--- src/hw/rtl/ctp_pkg.sv ---
`timescale 1ns / 1ps
`default_nettype none
// ----------------------------------------------------------------------------
// ctp_pkg: shared definitions of the cue timestamp parser
// Field widths, status codes, time constants and the finished-token record
// that the byte parser hands to the result pipeline.
// ----------------------------------------------------------------------------
package ctp_pkg;

    localparam int FIELD_BITS  = 32;
    localparam int MILLIS_BITS = 64;
    localparam int STATUS_BITS = 2;

    localparam logic [STATUS_BITS-1:0] STATUS_OK        = 2'd0;
    localparam logic [STATUS_BITS-1:0] STATUS_MALFORMED = 2'd1;
    localparam logic [STATUS_BITS-1:0] STATUS_BAD       = 2'd2;

    localparam int HOUR_BITS   = 22;
    localparam int MINUTE_BITS = 16;
    localparam int SECOND_BITS = 10;

    localparam logic [HOUR_BITS-1:0]   MS_HOUR   = 22'd3600000;
    localparam logic [MINUTE_BITS-1:0] MS_MINUTE = 16'd60000;
    localparam logic [SECOND_BITS-1:0] MS_SECOND = 10'd1000;

    localparam logic [FIELD_BITS-1:0] FIELD_MAX      = '1;
    localparam logic [FIELD_BITS-1:0] SIXTY_LIMIT    = FIELD_BITS'(59);
    localparam logic [FIELD_BITS-1:0] FRACTION_LIMIT = FIELD_BITS'(999);

    typedef struct packed {
        logic                  fatal;
        logic                  malformed;
        logic [FIELD_BITS-1:0] hours;
        logic [FIELD_BITS-1:0] minutes;
        logic [FIELD_BITS-1:0] seconds;
        logic [FIELD_BITS-1:0] fraction;
    } ctp_snap_t;

endpackage
`default_nettype wire

--- src/hw/rtl/ctp_parser.sv ---
`timescale 1ns / 1ps
`default_nettype none
// ----------------------------------------------------------------------------
// ctp_parser: per-byte parse state machine
// Updates phase, digit counts and field accumulators once per accepted word,
// and presents the finished token record when the last word is taken.
// ----------------------------------------------------------------------------
module ctp_parser
(
    input  wire logic                        clk,
    input  wire logic                        rst_n,
    input  wire logic                        take,
    input  wire logic [7:0]                  text_byte,
    input  wire logic                        token_end,
    output logic                             snap_valid,
    output ctp_pkg::ctp_snap_t               snap
);

    localparam int FB = ctp_pkg::FIELD_BITS;

    localparam logic [7:0] CHAR_COLON = 8'h3A;
    localparam logic [7:0] CHAR_DOT   = 8'h2E;
    localparam logic [7:0] CHAR_ZERO  = 8'h30;
    localparam logic [7:0] CHAR_NINE  = 8'h39;
    localparam logic [7:0] CHAR_NUL   = 8'h00;

    typedef enum logic [3:0] {
        PH_START,
        PH_F0,
        PH_F1_FIRST,
        PH_F1,
        PH_F2_FIRST,
        PH_F2,
        PH_F3_FIRST,
        PH_F3,
        PH_DONE,
        PH_FATAL
    } phase_t;

    typedef struct packed {
        phase_t        ph;
        logic [FB-1:0] h;
        logic [FB-1:0] m;
        logic [FB-1:0] s;
        logic [FB-1:0] f;
        logic [3:0]    dc;
        logic          hp;
        logic          mal;
        logic          fat;
    } pstate_t;

    localparam pstate_t STATE_RESET = '{
        ph:  PH_START,
        h:   '0,
        m:   '0,
        s:   '0,
        f:   '0,
        dc:  4'd0,
        hp:  1'b0,
        mal: 1'b0,
        fat: 1'b0
    };

    pstate_t state_reg;
    pstate_t state_a;
    pstate_t state_b;

    // Appends one decimal digit, saturating at the field maximum.
    function automatic logic [FB-1:0] add_digit(logic [FB-1:0] v, logic [3:0] d);
        logic [FB+3:0] wide;
        wide = ({4'd0, v} << 3) + ({4'd0, v} << 1) + {{FB{1'b0}}, d};
        if (wide > {4'd0, ctp_pkg::FIELD_MAX})
        begin
            add_digit = ctp_pkg::FIELD_MAX;
        end
        else
        begin
            add_digit = wide[FB-1:0];
        end
    endfunction

    function automatic logic [3:0] bump_count(logic [3:0] dc);
        bump_count = (dc == 4'hF) ? dc : dc + 4'd1;
    endfunction

    function automatic pstate_t go_fatal(pstate_t st_in);
        pstate_t st;
        st     = st_in;
        st.fat = 1'b1;
        st.ph  = PH_FATAL;
        go_fatal = st;
    endfunction

    function automatic pstate_t after_seconds(pstate_t st_in, logic [7:0] c);
        pstate_t st;
        st = st_in;
        if (c == CHAR_DOT)
        begin
            st.ph = PH_F3_FIRST;
        end
        else
        begin
            st = go_fatal(st);
        end
        after_seconds = st;
    endfunction

    // Without hours the fields read so far are minutes and seconds, so they
    // move down one place before the seconds separator is checked.
    function automatic pstate_t after_minutes(pstate_t st_in, logic [7:0] c);
        pstate_t st;
        st = st_in;
        if (st.hp || (c == CHAR_COLON))
        begin
            if (c == CHAR_COLON)
            begin
                st.ph = PH_F2_FIRST;
            end
            else
            begin
                st = go_fatal(st);
            end
        end
        else
        begin
            st.s = st.m;
            st.m = st.h;
            st.h = '0;
            st   = after_seconds(st, c);
        end
        after_minutes = st;
    endfunction

    function automatic pstate_t take_byte(pstate_t st_in, logic [7:0] c);
        pstate_t       st;
        logic          dg;
        logic [FB-1:0] dv;
        st = st_in;
        dg = (c >= CHAR_ZERO) && (c <= CHAR_NINE);
        dv = {{(FB-4){1'b0}}, (dg ? c[3:0] : 4'd0)};
        unique case (st.ph)
            PH_START:
            begin
                if (dg)
                begin
                    st.h  = dv;
                    st.dc = 4'd1;
                    st.ph = PH_F0;
                end
                else
                begin
                    st = go_fatal(st);
                end
            end
            PH_F0:
            begin
                if (dg)
                begin
                    st.h  = add_digit(st.h, dv[3:0]);
                    st.dc = bump_count(st.dc);
                end
                else
                begin
                    st.hp = (st.dc != 4'd2) || (st.h > ctp_pkg::SIXTY_LIMIT);
                    if (c != CHAR_COLON)
                    begin
                        st.mal = 1'b1;
                    end
                    st.ph = PH_F1_FIRST;
                end
            end
            PH_F1_FIRST:
            begin
                if (dg)
                begin
                    st.m  = dv;
                    st.dc = 4'd1;
                    st.ph = PH_F1;
                end
                else
                begin
                    st.mal = 1'b1;
                    st.m   = '0;
                    st     = after_minutes(st, c);
                end
            end
            PH_F1:
            begin
                if (dg)
                begin
                    st.m  = add_digit(st.m, dv[3:0]);
                    st.dc = bump_count(st.dc);
                end
                else
                begin
                    if (st.dc != 4'd2)
                    begin
                        st.mal = 1'b1;
                    end
                    st = after_minutes(st, c);
                end
            end
            PH_F2_FIRST:
            begin
                if (dg)
                begin
                    st.s  = dv;
                    st.dc = 4'd1;
                    st.ph = PH_F2;
                end
                else
                begin
                    st.mal = 1'b1;
                    st.s   = '0;
                    st     = after_seconds(st, c);
                end
            end
            PH_F2:
            begin
                if (dg)
                begin
                    st.s  = add_digit(st.s, dv[3:0]);
                    st.dc = bump_count(st.dc);
                end
                else
                begin
                    if (st.dc != 4'd2)
                    begin
                        st.mal = 1'b1;
                    end
                    st = after_seconds(st, c);
                end
            end
            PH_F3_FIRST:
            begin
                if (dg)
                begin
                    st.f  = dv;
                    st.dc = 4'd1;
                    st.ph = PH_F3;
                end
                else
                begin
                    st = go_fatal(st);
                end
            end
            PH_F3:
            begin
                if (dg)
                begin
                    st.f  = add_digit(st.f, dv[3:0]);
                    st.dc = bump_count(st.dc);
                end
                else
                begin
                    if (st.dc != 4'd3)
                    begin
                        st.mal = 1'b1;
                    end
                    st.ph = PH_DONE;
                end
            end
            default:
            begin
                st = st_in;
            end
        endcase
        take_byte = st;
    endfunction

    // The text ends cleanly only inside or after the fraction digits.
    function automatic pstate_t end_text(pstate_t st_in);
        pstate_t st;
        st = st_in;
        if (st.ph == PH_F3)
        begin
            if (st.dc != 4'd3)
            begin
                st.mal = 1'b1;
            end
            st.ph = PH_DONE;
        end
        else if ((st.ph != PH_DONE) && (st.ph != PH_FATAL))
        begin
            st = go_fatal(st);
        end
        end_text = st;
    endfunction

    always_comb
    begin
        state_a = state_reg;
        if ((state_reg.ph != PH_DONE) && (state_reg.ph != PH_FATAL))
        begin
            if (text_byte == CHAR_NUL)
            begin
                state_a = end_text(state_reg);
            end
            else
            begin
                state_a = take_byte(state_reg, text_byte);
            end
        end
        state_b = token_end ? end_text(state_a) : state_a;
    end

    always_ff @(posedge clk or negedge rst_n)
    begin
        if (!rst_n)
        begin
            state_reg <= STATE_RESET;
        end
        else if (take)
        begin
            state_reg <= token_end ? STATE_RESET : state_b;
        end
    end

    assign snap_valid     = take && token_end;
    assign snap.fatal     = state_b.fat;
    assign snap.malformed = state_b.mal;
    assign snap.hours     = state_b.h;
    assign snap.minutes   = state_b.m;
    assign snap.seconds   = state_b.s;
    assign snap.fraction  = state_b.f;

    a_fatal_phase: assert property (@(posedge clk) disable iff (!rst_n)
        state_reg.fat == (state_reg.ph == PH_FATAL))
        else $error("fatal flag and fatal phase disagree");

    a_restart: assert property (@(posedge clk) disable iff (!rst_n)
        take && token_end |=> (state_reg.ph == PH_START) && !state_reg.mal
            && !state_reg.hp)
        else $error("parser did not restart after the last word");

    a_fraction_digits: assert property (@(posedge clk) disable iff (!rst_n)
        (state_reg.ph == PH_F3) |-> (state_reg.dc != 4'd0))
        else $error("fraction phase without a digit");

endmodule
`default_nettype wire

--- src/hw/rtl/ctp_finish.sv ---
`timescale 1ns / 1ps
`default_nettype none
// ----------------------------------------------------------------------------
// ctp_finish: result pipeline
// Turns a finished token record into milliseconds and status over four
// stalling stages: capture, scale, partial sums, final sum.
// ----------------------------------------------------------------------------
module ctp_finish
(
    input  wire logic                                 clk,
    input  wire logic                                 rst_n,
    input  wire logic                                 push,
    input  wire ctp_pkg::ctp_snap_t                   snap,
    output logic                                      full,
    output logic                                      out_valid,
    input  wire logic                                 out_stall,
    output logic [ctp_pkg::MILLIS_BITS-1:0]           millis,
    output logic [ctp_pkg::STATUS_BITS-1:0]           parse_status
);

    localparam int FB = ctp_pkg::FIELD_BITS;
    localparam int MB = ctp_pkg::MILLIS_BITS;
    localparam int HW = FB + ctp_pkg::HOUR_BITS;
    localparam int MW = FB + ctp_pkg::MINUTE_BITS;
    localparam int SW = FB + ctp_pkg::SECOND_BITS;

    logic v0_reg, v1_reg, v2_reg, v3_reg;
    logic adv0, adv1, adv2, adv3;

    ctp_pkg::ctp_snap_t snap_reg;

    logic [HW-1:0] ph_reg, ph_next;
    logic [MW-1:0] pm_reg, pm_next;
    logic [SW-1:0] ps_reg, ps_next;
    logic [FB-1:0] f1_reg;
    logic          bad1_reg, mal1_reg, mal1_next;

    logic [MB-1:0] sa_reg, sa_next, sb_reg, sb_next;
    logic          bad2_reg, mal2_reg;

    logic [MB-1:0]                   ms_reg, ms_next;
    logic [ctp_pkg::STATUS_BITS-1:0] st_reg, st_next;

    assign adv3 = !v3_reg || !out_stall;
    assign adv2 = !v2_reg || adv3;
    assign adv1 = !v1_reg || adv2;
    assign adv0 = !v0_reg || adv1;
    assign full = !adv0;

    // Carries between fields leave the total unchanged; they only mark the
    // token as malformed, which a plain range check on minutes, seconds and fraction detects.
    assign ph_next   = HW'(snap_reg.hours) * HW'(ctp_pkg::MS_HOUR);
    assign pm_next   = MW'(snap_reg.minutes) * MW'(ctp_pkg::MS_MINUTE);
    assign ps_next   = SW'(snap_reg.seconds) * SW'(ctp_pkg::MS_SECOND);
    assign mal1_next = snap_reg.malformed
                       || (snap_reg.fraction > ctp_pkg::FRACTION_LIMIT)
                       || (snap_reg.seconds > ctp_pkg::SIXTY_LIMIT)
                       || (snap_reg.minutes > ctp_pkg::SIXTY_LIMIT);

    assign sa_next = MB'(ph_reg) + MB'(pm_reg);
    assign sb_next = MB'(ps_reg) + MB'(f1_reg);

    always_comb
    begin
        if (bad2_reg)
        begin
            ms_next = '1;
            st_next = ctp_pkg::STATUS_BAD;
        end
        else
        begin
            ms_next = sa_reg + sb_reg;
            st_next = mal2_reg ? ctp_pkg::STATUS_MALFORMED : ctp_pkg::STATUS_OK;
        end
    end

    always_ff @(posedge clk or negedge rst_n)
    begin
        if (!rst_n)
        begin
            v0_reg <= 1'b0;
            v1_reg <= 1'b0;
            v2_reg <= 1'b0;
            v3_reg <= 1'b0;
        end
        else
        begin
            if (adv0)
            begin
                v0_reg <= push;
            end
            if (adv1)
            begin
                v1_reg <= v0_reg;
            end
            if (adv2)
            begin
                v2_reg <= v1_reg;
            end
            if (adv3)
            begin
                v3_reg <= v2_reg;
            end
        end
    end

    always_ff @(posedge clk)
    begin
        if (adv0 && push)
        begin
            snap_reg <= snap;
        end
        if (adv1)
        begin
            ph_reg   <= ph_next;
            pm_reg   <= pm_next;
            ps_reg   <= ps_next;
            f1_reg   <= snap_reg.fraction;
            bad1_reg <= snap_reg.fatal;
            mal1_reg <= mal1_next;
        end
        if (adv2)
        begin
            sa_reg   <= sa_next;
            sb_reg   <= sb_next;
            bad2_reg <= bad1_reg;
            mal2_reg <= mal1_reg;
        end
        if (adv3)
        begin
            ms_reg <= ms_next;
            st_reg <= st_next;
        end
    end

    assign out_valid    = v3_reg;
    assign millis       = ms_reg;
    assign parse_status = st_reg;

    a_full_only_when_packed: assert property (@(posedge clk) disable iff (!rst_n)
        full |-> v0_reg && v1_reg && v2_reg && v3_reg && out_stall)
        else $error("input held off while the pipeline has room");

    a_bad_value: assert property (@(posedge clk) disable iff (!rst_n)
        out_valid && (parse_status == ctp_pkg::STATUS_BAD) |-> (&millis))
        else $error("bad-shape word without an all-ones value");

endmodule
`default_nettype wire

--- src/hw/rtl/cue_timestamp_parser.sv ---
`timescale 1ns / 1ps
`default_nettype none
// ----------------------------------------------------------------------------
// cue_timestamp_parser: subtitle timestamp text to milliseconds
// Parses [h..]:mm:ss.fff or mm:ss.fff one byte per word and gives one result
// word, milliseconds and status, for each token.
// ----------------------------------------------------------------------------
//
//  Channel | Handshake              | Word
//  --------+------------------------+----------------------------------
//  in      | in_valid / in_stall    | text_byte[7:0], token_end
//  out     | out_valid / out_stall  | millis[63:0], parse_status[1:0]
//
// One text byte is taken per cycle while in_stall is low, tokens back to back with no gap.
// The result of a token passes through four registered stages after its
// last byte is taken: capture, constant multiplies, partial sums and final sum.
// Reset returns the parser to the start of a token and empties the pipeline.
// out_stall holds the four result stages; in_stall rises only when all four
// hold a result.
//
module cue_timestamp_parser
(
    input  wire logic                                 clk,
    input  wire logic                                 rst_n,
    input  wire logic                                 in_valid,
    output logic                                      in_stall,
    input  wire logic [7:0]                           text_byte,
    input  wire logic                                 token_end,
    output logic                                      out_valid,
    input  wire logic                                 out_stall,
    output logic [ctp_pkg::MILLIS_BITS-1:0]           millis,
    output logic [ctp_pkg::STATUS_BITS-1:0]           parse_status
);

    logic               take;
    logic               fin_full;
    logic               snap_valid;
    ctp_pkg::ctp_snap_t snap;

    assign in_stall = fin_full;
    assign take     = in_valid && !fin_full;

    ctp_parser u_parser
    (
        .clk        (clk),
        .rst_n      (rst_n),
        .take       (take),
        .text_byte  (text_byte),
        .token_end  (token_end),
        .snap_valid (snap_valid),
        .snap       (snap)
    );

    ctp_finish u_finish
    (
        .clk          (clk),
        .rst_n        (rst_n),
        .push         (snap_valid),
        .snap         (snap),
        .full         (fin_full),
        .out_valid    (out_valid),
        .out_stall    (out_stall),
        .millis       (millis),
        .parse_status (parse_status)
    );

endmodule
`default_nettype wire
--- config.mk ---
export PLATFORM = sky130hd
export DESIGN_NAME = cue_timestamp_parser
export DESIGN_NICKNAME = d
export VERILOG_FILES = /design/src/hw/rtl/ctp_pkg.sv /design/src/hw/rtl/ctp_parser.sv /design/src/hw/rtl/ctp_finish.sv /design/src/hw/rtl/cue_timestamp_parser.sv
export SDC_FILE = /design/constraint.sdc
export NUM_CORES = 2
export LEC_CHECK = 0
export ABC_AREA = 1
export BUFFER_PORTS_ARGS = -buffer_cell sky130_fd_sc_hd__buf_4
export CAP_MARGIN = 20
export CORE_ASPECT_RATIO = 1.5
export CORE_MARGIN = 2
export CORE_UTILIZATION = 55
export CTS_CLUSTER_SIZE = 24
export DETAILED_ROUTE_END_ITERATION = 10
export GPL_TIMING_DRIVEN = 0
export HOLD_SLACK_MARGIN = 0.03
export PLACE_DENSITY = 0.68
export SLEW_MARGIN = 0
export SYNTH_ARGS = -nofsm -noshare
export SYNTH_HDL_FRONTEND = slang
export SYNTH_SLANG_ARGS = --single-unit
--- constraint.sdc ---
create_clock -name clk -period 25.5 [get_ports clk]
set_clock_uncertainty 0.2 [all_clocks]
set_input_delay 2.55 -clock clk [delete_from_list [all_inputs] [get_ports clk]]
set_output_delay 2.55 -clock clk [all_outputs]
set_load 0.005 [all_outputs]
* Word level (Yosys, flattened, before mapping)
Index checks and enable logic that the tools add are counted.
** Storage, ports and cells
- Register bits after elaboration :: 632
- Word-level logic and storage cells :: 171
- Bits of input ports :: 13
- Output and inout bits :: 68
** Cells by class
- $mul :: 3
- Equal/unequal tests :: 19
- Magnitude comparators :: 10
- Multiplexer cells :: 72
- Add/subtract/negate cells :: 12
- Reductions and logical operators :: 24
** Operators by type and width (number)
- $mux W139 :: 7
- $pmux W32 S6 :: 2
- $mux W32 :: 10
- $pmux W64 S4 :: 1
- $add A35 B33 Y36 :: 4
- $add A36 B4 Y36 :: 4
- $gt A36 B32 Y1 const B :: 4
- $mux W36 :: 4
- $mux W133 :: 1
- $mux W64 :: 2
- $gt A32 B6 Y1 const B :: 3
- $mux W68 :: 1
- $add A64 B64 Y64 :: 1
- $mux W4 :: 16
- $pmux W4 S8 :: 2
- $add A54 B48 Y55 :: 1
- $mul A32 B15 Y47 const B :: 1
- $add A42 B32 Y43 :: 1
- $mul A32 B11 Y43 const B :: 1
- $mul A32 B7 Y39 const B :: 1
- $gt A32 B10 Y1 const B :: 1
- $eq A4 B3 Y1 const B :: 5
- $mux W1 :: 18
- $eq A8 B6 Y1 const B :: 2
- other kinds (20) :: 47

* Longest topological paths before layout
- Depth after elaboration :: 16
- Gate-level depth with buffers :: 32
- Gate-level depth less buffers :: 29

* Hierarchy
Synthesis repeated with hierarchy kept, for this count alone.
** Unflattened totals
- Cell total of the unflattened synthesis :: 9147
- Area, all modules :: 69093.8 µm²
** By module, submodules not included
- ctp_finish :: area an instance 47591.9 µm², times used 1, cells an instance 5459, seq. area each 13492.9 µm²
- ctp_parser :: area an instance 21491.9 µm², times used 1, cells an instance 3686, seq. area each 3478.3 µm²
- cue_timestamp_parser :: area an instance 10.0 µm², times used 1, cells an instance 2, seq. area each 0.0 µm²

* Worst setup path before layout
No wires, ideal clock.
- Path type :: in2reg
- Start point :: input out_stall
- End point :: register u_parser.state_reg[0] in the netlist's numbering
- Path slack :: 9.285 ns
- Library setup time :: 0.126 ns
- Cell stages on the path :: 13
- Arrival :: 15.889 ns
- Data required time :: 25.174 ns
- Path through :: nand2_1 nor2_1 inv_1 nor2_1 inv_1 nor2_1 inv_1 nand2_1 buf_2 nor2_1 inv_1 o21ai_0 nor2_1
** On the way
- Word-level cells in the longest chain between the ends :: 6
** Ends and longest elaborated chain
- start, declared :: line cue_timestamp_parser.sv:30 : input wire logic out_stall,
- $logic_not A1 Y1 :: line ctp_finish.sv:44 : assign adv3 = !v3_reg || !out_stall;
- $logic_or A1 B1 Y1 :: line ctp_finish.sv:44
- $logic_or A1 B1 Y1 :: line ctp_finish.sv:45 : assign adv2 = !v2_reg || adv3;
- net u_finish.adv2 :: line ctp_finish.sv:28 : logic adv0, adv1, adv2, adv3;
- $logic_or A1 B1 Y1 :: line ctp_finish.sv:46 : assign adv1 = !v1_reg || adv2;
- net u_finish.adv1 :: line ctp_finish.sv:28
- $logic_or A1 B1 Y1 :: line ctp_finish.sv:47 : assign adv0 = !v0_reg || adv1;
- $logic_and A1 B1 Y1 :: line cue_timestamp_parser.sv:41 : assign take = in_valid && !fin_full;
- end signal, assigned :: line ctp_parser.sv:315 : state_reg <= token_end ? STATE_RESET : state_b;
- end, declared :: line ctp_parser.sv:64 : pstate_t state_reg;
The timed path passes the listed nets, and every way through them passes these cells.
A chain may end at the register's enable or synchronous reset.

* Worst setup path in the final report
- Start point :: input out_stall
- End point :: output in_stall
** On the way
- Word-level cells in the longest chain between the ends :: 6
** Ends and longest elaborated chain
- $logic_not A1 Y1 :: line ctp_finish.sv:44
- $logic_or A1 B1 Y1 :: line ctp_finish.sv:44
- net u_finish.adv3 :: line ctp_finish.sv:28
- $logic_or A1 B1 Y1 :: line ctp_finish.sv:45
- net u_finish.adv2 :: line ctp_finish.sv:28
- $logic_or A1 B1 Y1 :: line ctp_finish.sv:46
- net u_finish.adv1 :: line ctp_finish.sv:28
- $logic_or A1 B1 Y1 :: line ctp_finish.sv:47
- $logic_not A1 Y1 :: line ctp_finish.sv:48 : assign full = !adv0;
- end, declared :: line cue_timestamp_parser.sv:26 : output logic in_stall,
The timed path passes the listed nets, and every way through them passes these cells.

==> metrics.csv <==
metric;value;unit
worstHoldPathType;reg2reg;
clk_path_buf_depth;3;
synth_edf_count;446;
cts_hold_buf;0;
start_kind;input pin;
netlist_area;64200;um2
final_antenna_net_count;0;
ys_warn_count;0;
cts_tree;built;
synth.distinct_cells;63;
die_area;120000;um2
num_vias;53500;
fin_crit_sh;32.3;%
hp-start;u_finish.snap_reg[15];
synth_top_area_share;20.9;%
grt_pass1_wl;310000;um
fp-row-count;153;
hpwl;170000;um
synth_nets;8979;
drtIter0Drc;3472;
relSlewSlack;24.2;%
tightestPinTransition;1.14;ns
drc;0;
fmax;0.121;GHz
status;completed;
cts_max_level;2;
track_usage;33.8;%
routed_wl;202000;um
post_route_cells_drive_above_1_share;5.14;%
drt-pass1-iter-count;6;
setup.worst_path.start;out_stall;
worstRegToRegCells;17;
critPathRequiredTime;22.75;ns
min_path_cells;0;
vias_per_cell;5.67;
cts_root_buf;clkbuf_16;
portBuffers;80;
cts_sinks;589;
finalCriticalPeriod;8.23;ns
nets;9133;
cts_setup_buffers;0;
finalWeightedCongestion;1.05;
io_pins;81;
crit_fanout;97;
core;116000;um2
grt_start_max_net_pins;98;
synth_cells;7678;
slew_violations;0;
cp-end-kind;primary output;
ys_seq_area_share;26.4;%
die_h;422;um
numCtsBuffers;61;
yosysTopAreaCell;edfxtp_1;
synth_area_leaders;edfxtp_1, fa_1, ha_1;
setup_viol;0;
routedWlPerCell;21.4;um
path_class;in2out;
clock_latency;0.72;ns
tns;0;ns
synth_seq_cells;589;
rsz0062_at_grt;no;
clkTransAtPathRegs;0.06;ns
grt_pass1_vias;54300;
cp.arrival;5.48;ns
cap_viol_max_count;0;
avgSynthCellArea;8.36;um2
syn2layout_area_growth;7.67;%
largest_reg_flops;139;
overflow;0;
r2r-start;u_finish.snap_reg[96];
ys_async_sr_fraction;24.3;%
antenna_found_initial;6;
die_w;283;um
synth_flop_cell;edfxtp_1;
hold_viol;0;
initial_core_util;55.4;%
ctsResizeCount;0;
==> layout make-up <==
type,instances,area (um2)
multi-input combinational,5920,42700
inverter,1026,3860
clock inverter,42,502
buffer,143,731
clock buffer,74,1630
fill,10600,46700
timing repair buffer,91,836
antenna,1,2.50
tap,1550,1940
sequential,589,17000
==> final timing paths <==
check                                          endpoint  slack [ns]
worst min register to register      u_finish.f1_reg[15]        0.21
min in group asynchronous        u_parser.state_reg[69]        1.57
worst max register to register      u_finish.ph_reg[35]       19.12
max in group asynchronous       u_parser.state_reg[118]       22.47
worst min-delay path                u_finish.f1_reg[15]        0.21
worst max-delay path                           in_stall       17.27
==> cell usage in the layout (no fill, tap or decap), types with 10 or more instances in the layout <==
master	instances
nor2_4	10
clkbuf_1	77
o211ai_1	21
o21ai_2	27
o22ai_1	33
nand3b_1	19
nand3_1	380
a21o_1	42
o221ai_1	15
or2_2	27
o21ai_0	307
buf_6	10
a31oi_1	77
nand4_1	57
clkinv_2	12
a21boi_0	60
ha_1	762
o21a_1	30
edfxtp_1	446
nor2_1	665
o21bai_1	29
nor3_1	76
xnor2_1	94
clkbuf_16	61
dfrtp_1	143
o21ai_1	29
a21oi_1	590
xor2_1	184
a221oi_1	13
fa_1	526
buf_2	35
nor4_1	34
nand2_1	1705
nand2_2	37
inv_1	1012
buf_4	99
==> worst max-delay path: stages <==
cell	delay (ns)
buf_4	0.11
nand2_2	0.43
nor2_1	0.15
inv_4	0.33
buf_16	0.34
nor2_1	0.16
inv_6	0.46
buf_16	0.41
nor2_1	0.28
buf_4	0.21
==> Yosys cell counts (10+ instances only) <==
cell type  count
a21boi_0      60
a21o_1        42
a21oi_1      590
a221oi_1      13
a31oi_1       77
buf_2         35
buf_4         20
buf_6         10
clkbuf_1      69
dfrtp_1      143
edfxtp_1     446
fa_1         526
ha_1         762
inv_1       1014
nand2_1     1706
nand2_2       36
nand3_1      380
nand3b_1      19
nand4_1       57
nor2_1       666
nor3_1        76
nor4_1        34
o211ai_1      21
o21a_1        30
o21ai_0      307
o21ai_1       29
o21ai_2       27
o21bai_1      29
o221ai_1      15
o22ai_1       33
or2_2         27
xnor2_1       94
xor2_1       184
==> metal layers <==
layer | part of all wire (%) | GRT usage, %
met4 | 8.2 | 23.5
met3 | 4.7 | 4.13
met1 | 37 | 37.7
met5 | 0.028 | 0
met2 | 50 | 59.8
==> metrics by stage <==
step / hold slack [ns] / utilization, % / worst slack, ns / instances / area [um2]
after detailed placement: 0.207 / 57.8 / 17.15 / 9318 / 67000
after global placement: 0.206 / 57.6 / 2.54 / 9308 / 66800
after floorplan: 0.200 / - / 9.28 / 7678 / 64200
final: 0.208 / 59.7 / 17.27 / 9436 / 69100
after global routing: 0.228 / 59.7 / 16.96 / 9436 / 69100
after CTS: 0.210 / 59.7 / 17.14 / 9434 / 69100
==> cell families (layout without fill, tap and decap cells) <==
family,count (synthesis),after routing,share of synthesized area (%)
DFF,589,589,26.4
and+or+nand+nor,3038,3038,19.6
buffers and inverters,1169,1376,7.14
AOI/OAI and AO/OA,1316,1316,11.8
xor gates and xnor gates,278,278,3.79
other,0,1,0
adders and majority gates,1288,1288,31.2
Power is not shown: default switching activity piles up to over one toggle a cycle in this logic, so the estimate is an artifact.
